`src/ovl_pkg.sv`:
```
// ----------------------------------------------------------------------------
// ovl_pkg
// Shared types and codes of the ordered value list engine: operation codes,
// result status codes, field widths and the sequencer states.
// ----------------------------------------------------------------------------
package ovl_pkg;

	localparam int OP_W     = 3;
	localparam int VALUE_W  = 32;
	localparam int STATUS_W = 2;
	localparam int COUNT_W  = 6;

	// operation codes; codes 6 and 7 are unused and act as a no-op
	typedef enum logic [OP_W-1:0] {
		OP_PUSH_FRONT  = 3'd0,
		OP_APPEND      = 3'd1,
		OP_INSERT_AFTER = 3'd2,
		OP_DEL_FIRST   = 3'd3,
		OP_DEL_LAST    = 3'd4,
		OP_DUMP        = 3'd5
	} op_t;

	// result status codes
	typedef enum logic [STATUS_W-1:0] {
		STAT_OK      = 2'd0,
		STAT_MISSING = 2'd1,
		STAT_FULL    = 2'd2,
		STAT_EMPTY   = 2'd3
	} status_t;

	// sequencer states
	typedef enum logic [3:0] {
		ST_IDLE,
		ST_SCAN_RD,
		ST_SCAN_CHK,
		ST_UP_RD,
		ST_UP_WR,
		ST_DN_RD,
		ST_DN_WR,
		ST_PUT,
		ST_DUMP_RD,
		ST_DUMP_EMIT,
		ST_REPORT
	} state_t;

endpackage

```
`src/ovl_stream_if.sv`:
```
// ----------------------------------------------------------------------------
// ovl_stream_if
// Valid/ready channels of the ordered value list engine: the operation
// channel (ovl_in_if) and the result channel (ovl_out_if).
// ----------------------------------------------------------------------------
interface ovl_in_if import ovl_pkg::*; ();
	logic                       valid;
	logic                       ready;
	logic [OP_W-1:0]            op;
	logic signed [VALUE_W-1:0]  operand_value;
	logic signed [VALUE_W-1:0]  insert_value;

	modport source (output valid, op, operand_value, insert_value, input ready);
	modport sink   (input valid, op, operand_value, insert_value, output ready);
endinterface

interface ovl_out_if import ovl_pkg::*; ();
	logic                       valid;
	logic                       ready;
	logic [STATUS_W-1:0]        status;
	logic [COUNT_W-1:0]         entry_count;
	logic signed [VALUE_W-1:0]  entry_value;
	logic                       last_of_run;

	modport source (output valid, status, entry_count, entry_value, last_of_run,
		input ready);
	modport sink   (input valid, status, entry_count, entry_value, last_of_run,
		output ready);
endinterface

```
`src/ovl_ram.sv`:
```
// ----------------------------------------------------------------------------
// ovl_ram
// Generic single-clock RAM: one write port, one read port, registered read
// data that holds while no read is issued.
// ----------------------------------------------------------------------------
module ovl_ram #(
	parameter int WIDTH = 32,
	parameter int DEPTH = 32
) (
	input  logic                      clk,
	input  logic                      we,
	input  logic [$clog2(DEPTH)-1:0]  waddr,
	input  logic [WIDTH-1:0]          wdata,
	input  logic                      re,
	input  logic [$clog2(DEPTH)-1:0]  raddr,
	output logic [WIDTH-1:0]          rdata
);

	logic [WIDTH-1:0] mem [DEPTH];

	// write port
	always_ff @(posedge clk) begin
		if (we) begin
			mem[waddr] <= wdata;
		end
	end

	// registered read port
	always_ff @(posedge clk) begin
		if (re) begin
			rdata <= mem[raddr];
		end
	end

endmodule

```
`src/ordered_value_list_engine_top.sv`:
```
// Operations: push front shifts every entry up one place, insert and
//   delete scan the entries and then shift, append writes once, and a
//   dump reads and emits the entries one by one.
// Throughput: one operation at a time; the single RAM read port and the
//   read-then-write walk over the entries set the rate.
// Reset: arst_n clears the length and the control state; no RAM clear pass.
// ----------------------------------------------------------------------------
// ordered_value_list_engine_top
// Ordered list of signed 32-bit values held packed, front first, in one
// synchronous RAM. A sequencer scans, shifts and dumps entries one RAM
// access per cycle and reports through a registered result stage.
// ----------------------------------------------------------------------------
module ordered_value_list_engine_top import ovl_pkg::*; #(
	parameter int LIST_DEPTH = 32
) (
	input  logic        clk,
	input  logic        arst_n,
	ovl_in_if.sink      req,
	ovl_out_if.source   rsp
);

	localparam int IW = $clog2(LIST_DEPTH + 1);
	localparam int AW = $clog2(LIST_DEPTH);

	state_t               state_q, state_nxt;
	op_t                  op_q;
	status_t              status_q;
	logic [VALUE_W-1:0]   key_q;
	logic [VALUE_W-1:0]   put_q;
	logic [IW-1:0]        idx_q;
	logic [IW-1:0]        pos_q;
	logic [IW-1:0]        len_q;
	logic                 found_q;

	logic                 out_valid_q;
	status_t              out_status_q;
	logic [COUNT_W-1:0]   out_count_q;
	logic [VALUE_W-1:0]   out_value_q;
	logic                 out_last_q;

	logic                 ram_we, ram_re;
	logic [AW-1:0]        ram_waddr, ram_raddr;
	logic [VALUE_W-1:0]   ram_wdata, ram_rdata;

	logic                 accept, out_free, out_load;
	logic                 is_full, is_empty, match, at_end;
	logic                 del_hit, del_more, len_drop;
	logic [IW-1:0]        idx_inc, idx_inc2, idx_dec, del_pos, del_pos_inc;
	logic [IW+COUNT_W-1:0] len_wide;
	op_t                  in_op;

	ovl_ram #(
		.WIDTH (VALUE_W),
		.DEPTH (LIST_DEPTH)
	) u_ram (
		.clk   (clk),
		.we    (ram_we),
		.waddr (ram_waddr),
		.wdata (ram_wdata),
		.re    (ram_re),
		.raddr (ram_raddr),
		.rdata (ram_rdata)
	);

	// shared conditions
	assign in_op       = op_t'(req.op);
	assign accept      = req.valid && req.ready;
	assign out_free    = !out_valid_q || rsp.ready;
	assign is_full     = len_q >= IW'(LIST_DEPTH);
	assign is_empty    = len_q == '0;
	assign idx_inc     = idx_q + IW'(1);
	assign idx_inc2    = idx_q + IW'(2);
	assign idx_dec     = idx_q - IW'(1);
	assign match       = ram_rdata == key_q;
	assign at_end      = idx_inc == len_q;
	assign del_hit     = (op_q == OP_DEL_FIRST && match) ||
		(op_q == OP_DEL_LAST && at_end && (found_q || match));
	assign del_pos     = (op_q == OP_DEL_LAST && !match) ? pos_q : idx_q;
	assign del_pos_inc = del_pos + IW'(1);
	assign del_more    = del_pos_inc < len_q;
	assign len_drop    = (state_q == ST_SCAN_CHK && del_hit && !del_more) ||
		(state_q == ST_DN_WR && !(idx_inc2 < len_q));
	assign len_wide    = {{COUNT_W{1'b0}}, len_q};

	// next state
	always_comb begin
		state_nxt = state_q;
		unique case (state_q)
			ST_IDLE: begin
				if (accept) begin
					unique case (in_op)
						OP_PUSH_FRONT:   state_nxt = is_full ? ST_REPORT :
							(is_empty ? ST_PUT : ST_UP_RD);
						OP_APPEND:       state_nxt = is_full ? ST_REPORT : ST_PUT;
						OP_INSERT_AFTER: state_nxt = (is_full || is_empty) ? ST_REPORT :
							ST_SCAN_RD;
						OP_DEL_FIRST,
						OP_DEL_LAST:     state_nxt = is_empty ? ST_REPORT : ST_SCAN_RD;
						OP_DUMP:         state_nxt = is_empty ? ST_REPORT : ST_DUMP_RD;
						default:         state_nxt = ST_REPORT;
					endcase
				end
			end
			ST_SCAN_RD: state_nxt = ST_SCAN_CHK;
			ST_SCAN_CHK: begin
				priority if (op_q == OP_INSERT_AFTER && match) begin
					state_nxt = (len_q > idx_inc) ? ST_UP_RD : ST_PUT;
				end else if (del_hit) begin
					state_nxt = del_more ? ST_DN_RD : ST_REPORT;
				end else if (at_end) begin
					state_nxt = ST_REPORT;
				end else begin
					state_nxt = ST_SCAN_RD;
				end
			end
			ST_UP_RD: state_nxt = ST_UP_WR;
			ST_UP_WR: state_nxt = (idx_dec > pos_q) ? ST_UP_RD : ST_PUT;
			ST_DN_RD: state_nxt = ST_DN_WR;
			ST_DN_WR: state_nxt = (idx_inc2 < len_q) ? ST_DN_RD : ST_REPORT;
			ST_PUT:   state_nxt = ST_REPORT;
			ST_DUMP_RD: state_nxt = ST_DUMP_EMIT;
			ST_DUMP_EMIT: begin
				if (out_free) begin
					state_nxt = at_end ? ST_IDLE : ST_DUMP_RD;
				end
			end
			ST_REPORT: begin
				if (out_free) begin
					state_nxt = ST_IDLE;
				end
			end
			default: state_nxt = ST_IDLE;
		endcase
	end

	// RAM and handshake controls; accesses never overlap: no state both
	// reads and writes the RAM
	always_comb begin
		req.ready = 1'b0;
		ram_re    = 1'b0;
		ram_raddr = idx_q[AW-1:0];
		ram_we    = 1'b0;
		ram_waddr = idx_q[AW-1:0];
		ram_wdata = ram_rdata;
		out_load  = 1'b0;
		unique case (state_q)
			ST_IDLE:    req.ready = 1'b1;
			ST_SCAN_RD: ram_re = 1'b1;
			ST_UP_RD: begin
				ram_re    = 1'b1;
				ram_raddr = idx_dec[AW-1:0];
			end
			ST_UP_WR:   ram_we = 1'b1;
			ST_DN_RD: begin
				ram_re    = 1'b1;
				ram_raddr = idx_inc[AW-1:0];
			end
			ST_DN_WR:   ram_we = 1'b1;
			ST_PUT: begin
				ram_we    = 1'b1;
				ram_waddr = pos_q[AW-1:0];
				ram_wdata = put_q;
			end
			ST_DUMP_RD: ram_re = 1'b1;
			ST_DUMP_EMIT,
			ST_REPORT:  out_load = out_free;
			default: ;
		endcase
	end

	// state register
	always_ff @(posedge clk or negedge arst_n) begin
		if (!arst_n) begin
			state_q <= ST_IDLE;
		end else begin
			state_q <= state_nxt;
		end
	end

	// list length: grow on a final write, shrink when a deletion ends
	always_ff @(posedge clk or negedge arst_n) begin
		if (!arst_n) begin
			len_q <= '0;
		end else if (state_q == ST_PUT) begin
			len_q <= len_q + IW'(1);
		end else if (len_drop) begin
			len_q <= len_q - IW'(1);
		end
	end

	// operation context and walk index
	always_ff @(posedge clk) begin
		unique case (state_q)
			ST_IDLE: begin
				if (accept) begin
					op_q     <= in_op;
					key_q    <= req.operand_value;
					put_q    <= (in_op == OP_INSERT_AFTER) ? req.insert_value :
						req.operand_value;
					idx_q    <= (in_op == OP_PUSH_FRONT) ? len_q : '0;
					pos_q    <= (in_op == OP_APPEND) ? len_q : '0;
					found_q  <= 1'b0;
					unique case (in_op)
						OP_PUSH_FRONT,
						OP_APPEND: begin
							status_q <= is_full ? STAT_FULL : STAT_OK;
						end
						OP_INSERT_AFTER: begin
							status_q <= is_full ? STAT_FULL :
								(is_empty ? STAT_MISSING : STAT_OK);
						end
						OP_DEL_FIRST,
						OP_DEL_LAST: begin
							status_q <= is_empty ? STAT_MISSING : STAT_OK;
						end
						OP_DUMP: begin
							status_q <= is_empty ? STAT_EMPTY : STAT_OK;
						end
						default: status_q <= STAT_OK;
					endcase
				end
			end
			ST_SCAN_CHK: begin
				priority if (op_q == OP_INSERT_AFTER && match) begin
					pos_q <= idx_inc;
					idx_q <= len_q;
				end else if (del_hit) begin
					idx_q <= del_pos;
				end else if (at_end) begin
					status_q <= STAT_MISSING;
				end else begin
					if (match) begin
						found_q <= 1'b1;
						pos_q   <= idx_q;
					end
					idx_q <= idx_inc;
				end
			end
			ST_UP_WR:  idx_q <= idx_dec;
			ST_DN_WR:  idx_q <= idx_inc;
			ST_DUMP_EMIT: begin
				if (out_free) idx_q <= idx_inc;
			end
			default: ;
		endcase
	end

	// result stage: hold a transaction until taken, refill in the same cycle
	always_ff @(posedge clk or negedge arst_n) begin
		if (!arst_n) begin
			out_valid_q <= 1'b0;
		end else if (out_load) begin
			out_valid_q <= 1'b1;
		end else if (rsp.ready) begin
			out_valid_q <= 1'b0;
		end
	end

	always_ff @(posedge clk) begin
		if (out_load) begin
			out_count_q <= len_wide[COUNT_W-1:0];
			if (state_q == ST_DUMP_EMIT) begin
				out_status_q <= STAT_OK;
				out_value_q  <= ram_rdata;
				out_last_q   <= at_end;
			end else begin
				out_status_q <= status_q;
				out_value_q  <= '0;
				out_last_q   <= 1'b1;
			end
		end
	end

	assign rsp.valid       = out_valid_q;
	assign rsp.status      = out_status_q;
	assign rsp.entry_count = out_count_q;
	assign rsp.entry_value = out_value_q;
	assign rsp.last_of_run = out_last_q;

	// checks
	a_len_bound: assert property (@(posedge clk) disable iff (!arst_n)
		len_q <= IW'(LIST_DEPTH))
		else $error("list length beyond depth");

	a_no_overwrite: assert property (@(posedge clk) disable iff (!arst_n)
		(rsp.valid && !rsp.ready) |=> (rsp.valid && $stable(rsp.entry_value)))
		else $error("pending result overwritten");

	a_one_at_a_time: assert property (@(posedge clk) disable iff (!arst_n)
		accept |=> !req.ready)
		else $error("new operation taken while one is in progress");

	a_len_changes_at_end: assert property (@(posedge clk) disable iff (!arst_n)
		(len_q != $past(len_q)) |-> (state_q == ST_REPORT))
		else $error("length changed outside completion of an operation");

	a_no_rw_clash: assert property (@(posedge clk) disable iff (!arst_n)
		!(ram_we && ram_re))
		else $error("RAM read and write in the same cycle");

endmodule
```
`src/flat_wrapper.sv`:
```
// flat-port wrapper written by rule: the top's interface ports become plain ports
module ordered_value_list_engine_top_flat import ovl_pkg::*;
#(
	parameter int LIST_DEPTH = 32
)
  (clk, arst_n, req_valid, req_op, req_operand_value, req_insert_value, req_ready, rsp_valid, rsp_status, rsp_entry_count, rsp_entry_value, rsp_last_of_run, rsp_ready);
  ovl_in_if req_i ();
  ovl_out_if rsp_i ();
  input  logic clk;
  input  logic arst_n;
  input wire logic [$bits(req_i.valid)-1:0] req_valid;
  input wire logic [$bits(req_i.op)-1:0] req_op;
  input wire logic [$bits(req_i.operand_value)-1:0] req_operand_value;
  input wire logic [$bits(req_i.insert_value)-1:0] req_insert_value;
  output wire logic [$bits(req_i.ready)-1:0] req_ready;
  output wire logic [$bits(rsp_i.valid)-1:0] rsp_valid;
  output wire logic [$bits(rsp_i.status)-1:0] rsp_status;
  output wire logic [$bits(rsp_i.entry_count)-1:0] rsp_entry_count;
  output wire logic [$bits(rsp_i.entry_value)-1:0] rsp_entry_value;
  output wire logic [$bits(rsp_i.last_of_run)-1:0] rsp_last_of_run;
  input wire logic [$bits(rsp_i.ready)-1:0] rsp_ready;
  assign req_i.valid = req_valid;
  assign req_i.op = req_op;
  assign req_i.operand_value = req_operand_value;
  assign req_i.insert_value = req_insert_value;
  assign req_ready = req_i.ready;
  assign rsp_valid = rsp_i.valid;
  assign rsp_status = rsp_i.status;
  assign rsp_entry_count = rsp_i.entry_count;
  assign rsp_entry_value = rsp_i.entry_value;
  assign rsp_last_of_run = rsp_i.last_of_run;
  assign rsp_i.ready = rsp_ready;
  ordered_value_list_engine_top #(.LIST_DEPTH(LIST_DEPTH)) u_core (.clk(clk), .arst_n(arst_n), .req(req_i), .rsp(rsp_i));
endmodule
```
`config.mk`:
```
export PLATFORM = sky130hd
export DESIGN_NAME = ordered_value_list_engine_top_flat
export DESIGN_NICKNAME = d
export VERILOG_FILES = /design/src/ovl_pkg.sv /design/src/ovl_stream_if.sv /design/src/ovl_ram.sv /design/src/ordered_value_list_engine_top.sv /design/src/flat_wrapper.sv
export SDC_FILE = /design/constraint.sdc
export NUM_CORES = 2
export LEC_CHECK = 0
export BUFFER_PORTS_ARGS = -buffer_cell sky130_fd_sc_hd__buf_2
export CAP_MARGIN = 20
export CORE_UTILIZATION = 35
export CTS_CLUSTER_DIAMETER = 30
export CTS_CLUSTER_SIZE = 28
export DETAILED_ROUTE_END_ITERATION = 10
export HOLD_SLACK_MARGIN = 0.12
export SLEW_MARGIN = 5
export SYNTH_ARGS = -nofsm -noshare
export SYNTH_HDL_FRONTEND = slang
export SYNTH_SLANG_ARGS = --single-unit
export TNS_END_PERCENT = 1
```
`constraint.sdc`:
```
create_clock -name clk -period 3.8 [get_ports clk]
set_input_delay 0.38 -clock clk [delete_from_list [all_inputs] [get_ports clk]]
set_output_delay 0.38 -clock clk [all_outputs]
set_load 0.02 [all_outputs]
```
Word level (Yosys, flattened, before mapping)
Memory sizes are Yosys's and may differ from the RTL's. A register that Yosys moved wholly into a read port is not among the register bits.
Cells that the tools add are included.
{"block": "totals", "register_bits": 134, "ramBits": 1024, "in_bits": 71, "output_inout_bits": 43, "elab_cells": 158, "n_memories": 1}
{"block": "classes", "n_addsub": 6, "n_lt_le_gt_ge": 5, "n_eq_ne": 32, "muxes": 64, "n_reduce_logical": 36}
{"name": "u_core.u_ram.mem", "depth": 32, "width": 32, "read_ports": 1, "rd_clocked_by_memory_dff": 1, "wr": 1, "line_no": "ovl_ram.sv:19", "text": "logic [WIDTH-1:0] mem [DEPTH];"}
{"cell": "two-way mux 6 bit", "n": 15}
{"cell": "two-way mux 32 bit", "n": 2}
{"cell": "two-way mux 4 bit", "n": 13}
{"cell": "one-hot mux 4 bit (11 select lines)", "n": 1}
{"cell": "== test 32 bit", "n": 1}
{"cell": "one-hot mux 6 bit (5 select lines)", "n": 1}
{"cell": "one-hot mux 4 bit (5 select lines)", "n": 1}
{"cell": "adder 6 x 1 -> 6 bit (second input constant)", "n": 3}
{"cell": "== test 4 x 3 -> 1 bit (second input constant)", "n": 4}
{"cell": "two-way mux 2 bit", "n": 8}
{"cell": "two-way mux 1 bit", "n": 14}
{"cell": "== test 3 x 2 -> 1 bit (second input constant)", "n": 4}
{"cell": "== test 4 bit (second input constant)", "n": 3}
{"cell": "greater-than comparator 6 bit", "n": 2}
{"cell": "less-than comparator 6 bit", "n": 2}
{"cell": "one-hot mux 6 bit (2 select lines)", "n": 1}
{"cell": "subtractor 6 x 1 -> 6 bit (second input constant)", "n": 2}
{"cell": "inequality test 2 x 1 -> 1 bit (second input constant)", "n": 5}
{"cell": "one-hot mux 5 bit (2 select lines)", "n": 1}
{"cell": "AND reduction 5 bit", "n": 2}
{"cell": "== test 3 bit (second input constant)", "n": 3}
{"cell": "logical AND 1 bit", "n": 9}
{"cell": "two-way mux 3 bit", "n": 3}
{"cell": "== test 4 x 2 -> 1 bit (second input constant)", "n": 2}
{"cell": "27 further kinds", "n": 41}

Longest topological paths before layout
{"block": "depth", "ltp_word": 11, "ltp_mapped": 18, "depth_no_buf": 16}

Modules after synthesis
From an unflattened synthesis, not the netlist that was laid out.
{"block": "unflattened", "hier_cells": 2908, "hier_area_um2": 48522.8}
{"module": "ovl_ram", "instances": 1, "cells_each": 2260, "area_per_inst_um2": 40812.9, "seq_area_each_um2": 31710.4}
{"module": "ordered_value_list_engine_top", "instances": 1, "cells_each": 648, "area_per_inst_um2": 7709.9, "seq_area_each_um2": 3968.8}

Least setup slack after synthesis
OpenSTA, ideal clock, no wires.
{"block": "synth_timing", "path_type": "register -> register", "startpoint": "register u_core.u_ram.rdata[16] (read register of u_core.u_ram.mem)", "endpoint": "register u_core.len_q[1]", "setup_ns": 0.128, "arrival_time_ns": 4.039, "required_time_ns": 3.672, "path_slack_ns": -0.366, "path_stages_with_launch": 17, "n_path_buf": 2, "synth_period_minus_slack_ns": 4.166, "path_cell_list": "edfxtp_1 > xor2_1 > nor4_1 > nand4_1 > o21ai_0 > buf_2 > mux2i_1 > ha_1 > nor3b_1 > xnor2_1 > ha_1 > and4_1 > a221oi_1 > and3b_1 > o31a_1 > clkbuf_1 > mux2_1"}
{"block": "synth_between", "elab_chain_cells": 10, "word_cells_on_any_way": 15, "classes_between": "1 x add/sub; 1 x order compare; 1 x eq/ne; 1 x mux; 11 x reduce/logical"}
{"item": "start: declaration", "line_no": "ovl_ram.sv:16", "text": "output logic [WIDTH-1:0] rdata"}
{"item": "== test 32 bit (*)", "line_no": "ordered_value_list_engine_top.sv:74", "text": "assign match = ram_rdata == key_q;"}
{"item": "zero test 1 bit", "line_no": "ordered_value_list_engine_top.sv:78", "text": "assign del_pos = (op_q == OP_DEL_LAST && !match) ? pos_q : idx_q;"}
{"item": "logical AND 1 bit", "line_no": "ordered_value_list_engine_top.sv:78"}
{"item": "two-way mux 6 bit", "line_no": "ordered_value_list_engine_top.sv:78"}
{"item": "adder 6 x 1 -> 6 bit", "line_no": "ordered_value_list_engine_top.sv:79", "text": "assign del_pos_inc = del_pos + IW'(1);"}
{"item": "less-than comparator 6 bit", "line_no": "ordered_value_list_engine_top.sv:80", "text": "assign del_more = del_pos_inc < len_q;"}
{"item": "zero test 1 bit", "line_no": "ordered_value_list_engine_top.sv:81", "text": "assign len_drop = (state_q == ST_SCAN_CHK && del_hit && !del_more) ||"}
{"item": "logical AND 1 bit (*)", "line_no": "ordered_value_list_engine_top.sv:81"}
{"item": "logical OR 1 bit (*)", "line_no": "ordered_value_list_engine_top.sv:81"}
{"item": "nonzero test 2 bit (no line) (*)"}
{"item": "end signal: assignment", "line_no": "ordered_value_list_engine_top.sv:185", "text": "len_q <= len_q + IW'(1);"}
{"item": "end signal: assignment", "line_no": "ordered_value_list_engine_top.sv:187", "text": "len_q <= len_q - IW'(1);"}
{"item": "end: declaration", "line_no": "ordered_value_list_engine_top.sv:32", "text": "logic [IW-1:0] len_q;"}
Mark *: on every way between the ends. The rest lies on a longest branch, timed or not.
A chain may end at the register's enable or synchronous reset.

Worst setup path after layout
{"block": "layout_timing", "startpoint": "register u_core.u_ram.rdata[14] (read register of u_core.u_ram.mem)", "endpoint": "register u_core.len_q[3]"}
The elaborated chain is that of the path after synthesis.

==> metrics list <==
- Setup slack on the critical path of the routed design comes to -0.382 ns.
* Number of DRC violations after detailed-routing iteration 0: 4024
- The HPWL after detailed placement is 99400 um.
* Sum of overflow across all layers after global routing: 0
* CTS tree: done
- Per-instance average area after synthesis: 12.9 um^2
- The number of global-route vias before repair came to 35749.
- Compared with the post-synthesis result, the final layout area differs by 27.0%.
- The core region is 148000 um^2.
- The count of final hold-check violations came to 0.
- Static timing analysis puts the maximum clock frequency at 0.239 GHz.
* Total wire length after detailed routing: 167000 um
* Status: finished, violations left
- Inserted Clock Buffers: 214
* Count of buffering cells on the critical path with inverters included: 4
- Among all flip-flop cells after synthesis, the most frequent one is sky130_fd_sc_hd__edfxtp_1.
- Top Ports: 114
* Total number of nets in the final design: 4576
* Post-synthesis cell count: 4042
- Post-synthesis async set-or-reset flop share: 0.00924
* Die extent in x: 388 um
- In this run the core area contains 141 standard-cell rows.
* Vertical die dimension: 388 um
- On the critical path the largest part of the delay comes from simple AND/OR/NAND/NOR gates.
- Initial antenna violation count: 8
* GRT Resource Usage Total: 0.218
* Number of max-capacitance violations reported: 0
- For this run, the slowest stage of the critical path takes 0.39 ns.
* Top cells by instance count after synthesis: sky130_fd_sc_hd__edfxtp_1, sky130_fd_sc_hd__nand2_1, sky130_fd_sc_hd__a21oi_1, sky130_fd_sc_hd__clkbuf_1, sky130_fd_sc_hd__and3_1
* Routability cong.: 0.929
* Category of the most critical setup path: reg -> reg
- Of the synthesized area, sequential elements account for 0.685.
- Setup violations remaining at the end of the flow were counted as 10.
- Yosys printed 0 warnings.
- Power per standard cell area: 949 nW/um^2
- Walking the worst path, the cells encountered are xor2_1 -> nor4_2 -> buf_4 -> nand4_1 -> buf_6 -> o21ai_2 -> buf_6 -> buf_8 -> a21o_1 -> ha_4 -> nor3b_4 -> xnor2_1 -> ha_1 -> and4_4 -> nand3_2 -> nor3_2 -> and3b_2 -> o31a_1 -> mux2_4.
- Final clock skew: 0.0430 ns
* Total of flip-flops plus latches after synthesis: 1190
- Port Buffer Count: 113
- End-of-flow core utilization: 0.448
- Vias per Instance: 5.57
- Counting the fill cells in the layout gives 12903.
* Cell at the root of the clock tree: sky130_fd_sc_hd__clkbuf_16
* Total die area: 150000 um^2
- Worst slew slack as a fraction of its limit: 0.401
* Detailed-route DRC error count: 0
- The worst setup path is captured at a register.
- After layout, the minimum clock period comes to 4.18 ns.
- The synthesized design contains 1179 enable-type register cells.
- The worst setup path is launched from a register.
- Once detail routing completed, the nets flagged for antenna violations numbered 0.
* Pre-CTS worst setup slack: -0.512 ns
* Cell type with the largest total area after synthesis: sky130_fd_sc_hd__edfxtp_1
* Req. time, crit path: 4.49 ns
* Most area-consuming cells after synthesis: sky130_fd_sc_hd__edfxtp_1, sky130_fd_sc_hd__nand2_1, sky130_fd_sc_hd__mux2_2
- The cell area that synthesis handed to floorplanning was 52100 um^2.
* Transition time at the pin with the least slew margin: 0.898 ns
* Leak Pwr: 23.2 nW
* Data arrival time of the worst path: 4.87 ns
- Number of clock sinks seen by CTS: 1190
* Critical-path maximum fanout: 6
- Overall power after layout: 62.8 mW
* Pin count of the biggest net entering global routing: 155
- For the worst-skew pair, the clock arrives at the later sink with an insertion delay of 0.83 ns.
* H-tree lvl count: 4
- Worst path slowest cell: sky130_fd_sc_hd__edfxtp_1
- Yosys instantiated no cell more often than sky130_fd_sc_hd__edfxtp_1.
- After detailed routing, the average wire length per cell comes to 25.3 um.
- Fraction of post-synthesis cell area in the top cell type by area: 0.680
* Count of distinct cell types in the synthesized netlist: 76
- Bufs on Longest Clock Path: 3
- Violations in the final reports: setup timing
- Setup repair after global routing could not meet its margin everywhere.
* Final count of pins violating max slew: 0
- Initial Utilization: 0.353
- WHS: 0.300 ns
- The number of nets in the synthesized netlist is 4147.
- Fraction of final layout cells with drive strength greater than 1: 0.213
* Setup tns final: -3.10 ns
- Total iterations of the first detailed-routing run: 6
- Fin crit share: 1.10
- Summing over every cut layer, the via total after detailed routing is 36678.
* Cell type with the highest occurrence count on the critical path: sky130_fd_sc_hd__buf_6
* Clock transition at the registers of the reported paths: 0.06 ns
* Class of the most critical hold timing path: in -> reg
- Across the VDD grid, the largest voltage drop is 0.648 mV.
- The first global-routing pass estimated 242000 um of wire.
## per-stage QoR
stage                     std cells  area (um^2)
after floorplan                4042        52100
after global placement         6100        57900
after detailed placement       6100        57900
after CTS                      6575        66000
after global routing           6579        66100
final                          6582        66100
## state kept, by name, indices dropped and copies added (netlist names), 2 cells and up
signal,flops
u_core.u_ram.rdata,32
u_core.rsp.entry_count,6
u_core.u_ram.mem,1024
u_core.rsp.status,2
u_core.idx_q,6
u_core.op_q,3
u_core.state_q,4
u_core.put_q,32
u_core.rsp.entry_value,32
u_core.pos_q,6
u_core.status_q,2
u_core.key_q,32
u_core.len_q,6
## where the power goes
group	internal (mW)	switching, mW
Clock	12.0	6.95
Combinational	9.29	16.5
Sequential	17.4	0.573
## per-layer routing
metal	part of all wire	track usage	vias to the layer above
li1	-	-	16151
met4	0.037	0.0880	4
met3	0.085	0.0409	320
met2	0.48	0.359	1722
met5	0.00013	0	-
met1	0.40	0.284	18481
## cell type report
type	count	area [um^2]	share of cell area
diodes	3	7.51	0.000113
inverters	21	86.3	0.00131
well taps	1930	2410	0.0365
flip-flops and latches	1190	35700	0.539
multi-input cells	2542	15600	0.236
repair buffers	502	5050	0.0764
clock inverters	165	1860	0.0282
clock buffers	229	5410	0.0818
## path summary, 6_finish.rpt
kind,start,end,slack [ns],cells after the start
setup / recovery,u_core.u_ram.rdata[14],u_core.len_q[3],-0.38,19
hold / removal,req_operand_value[0],u_core.key_q[0],0.30,2
setup reg to reg,u_core.u_ram.rdata[14],u_core.len_q[3],-0.38,19
hold reg to reg,u_core.status_q[0],u_core.rsp.status[0],0.56,1
max in group asynchronous,arst_n,u_core.len_q[5],2.77,3
min in group asynchronous,arst_n,u_core.rsp.valid,0.62,3
## cells in the final DEF (no fill, tap or decap), drive strengths merged, types with 5 or more instances in the layout
cell type / instances
ha: 33
a21o: 12
and2: 101
a21oi: 283
edfxtp: 1179
clkinvlp: 25
nand3: 18
a211oi: 96
nor3: 109
and4: 33
nand4: 5
mux2i: 78
mux2: 130
clkinv: 85
a311o: 93
bufinv: 23
clkbuf: 229
nor2: 64
dfrtp: 11
a311oi: 8
inv: 53
o311ai: 94
o21ai: 35
or3: 32
a31oi: 7
nor2b: 21
o31ai: 5
dlygate4sd3: 76
xor2: 40
xnor2: 19
and3: 129
nor4: 10
buf: 426
nand2: 964
o211ai: 67
## cells by family after synthesis
group,share of synthesized area
simple gates,0.131
flops,0.685
compound gates,0.0986
buf+inv,0.0235
mux,0.0431
xor+xnor,0.0104
fa+ha+maj,0.00831
## timing repair
action	4_1_cts	5_1_grt
pin swaps	7	9
hold buffers	76	0
hold endpoints to repair	91	0
resized for setup	12	14
buffers inserted	5	4
endpoints found under the setup margin	10	14
Note: power is estimated with default switching activity, not from simulation.
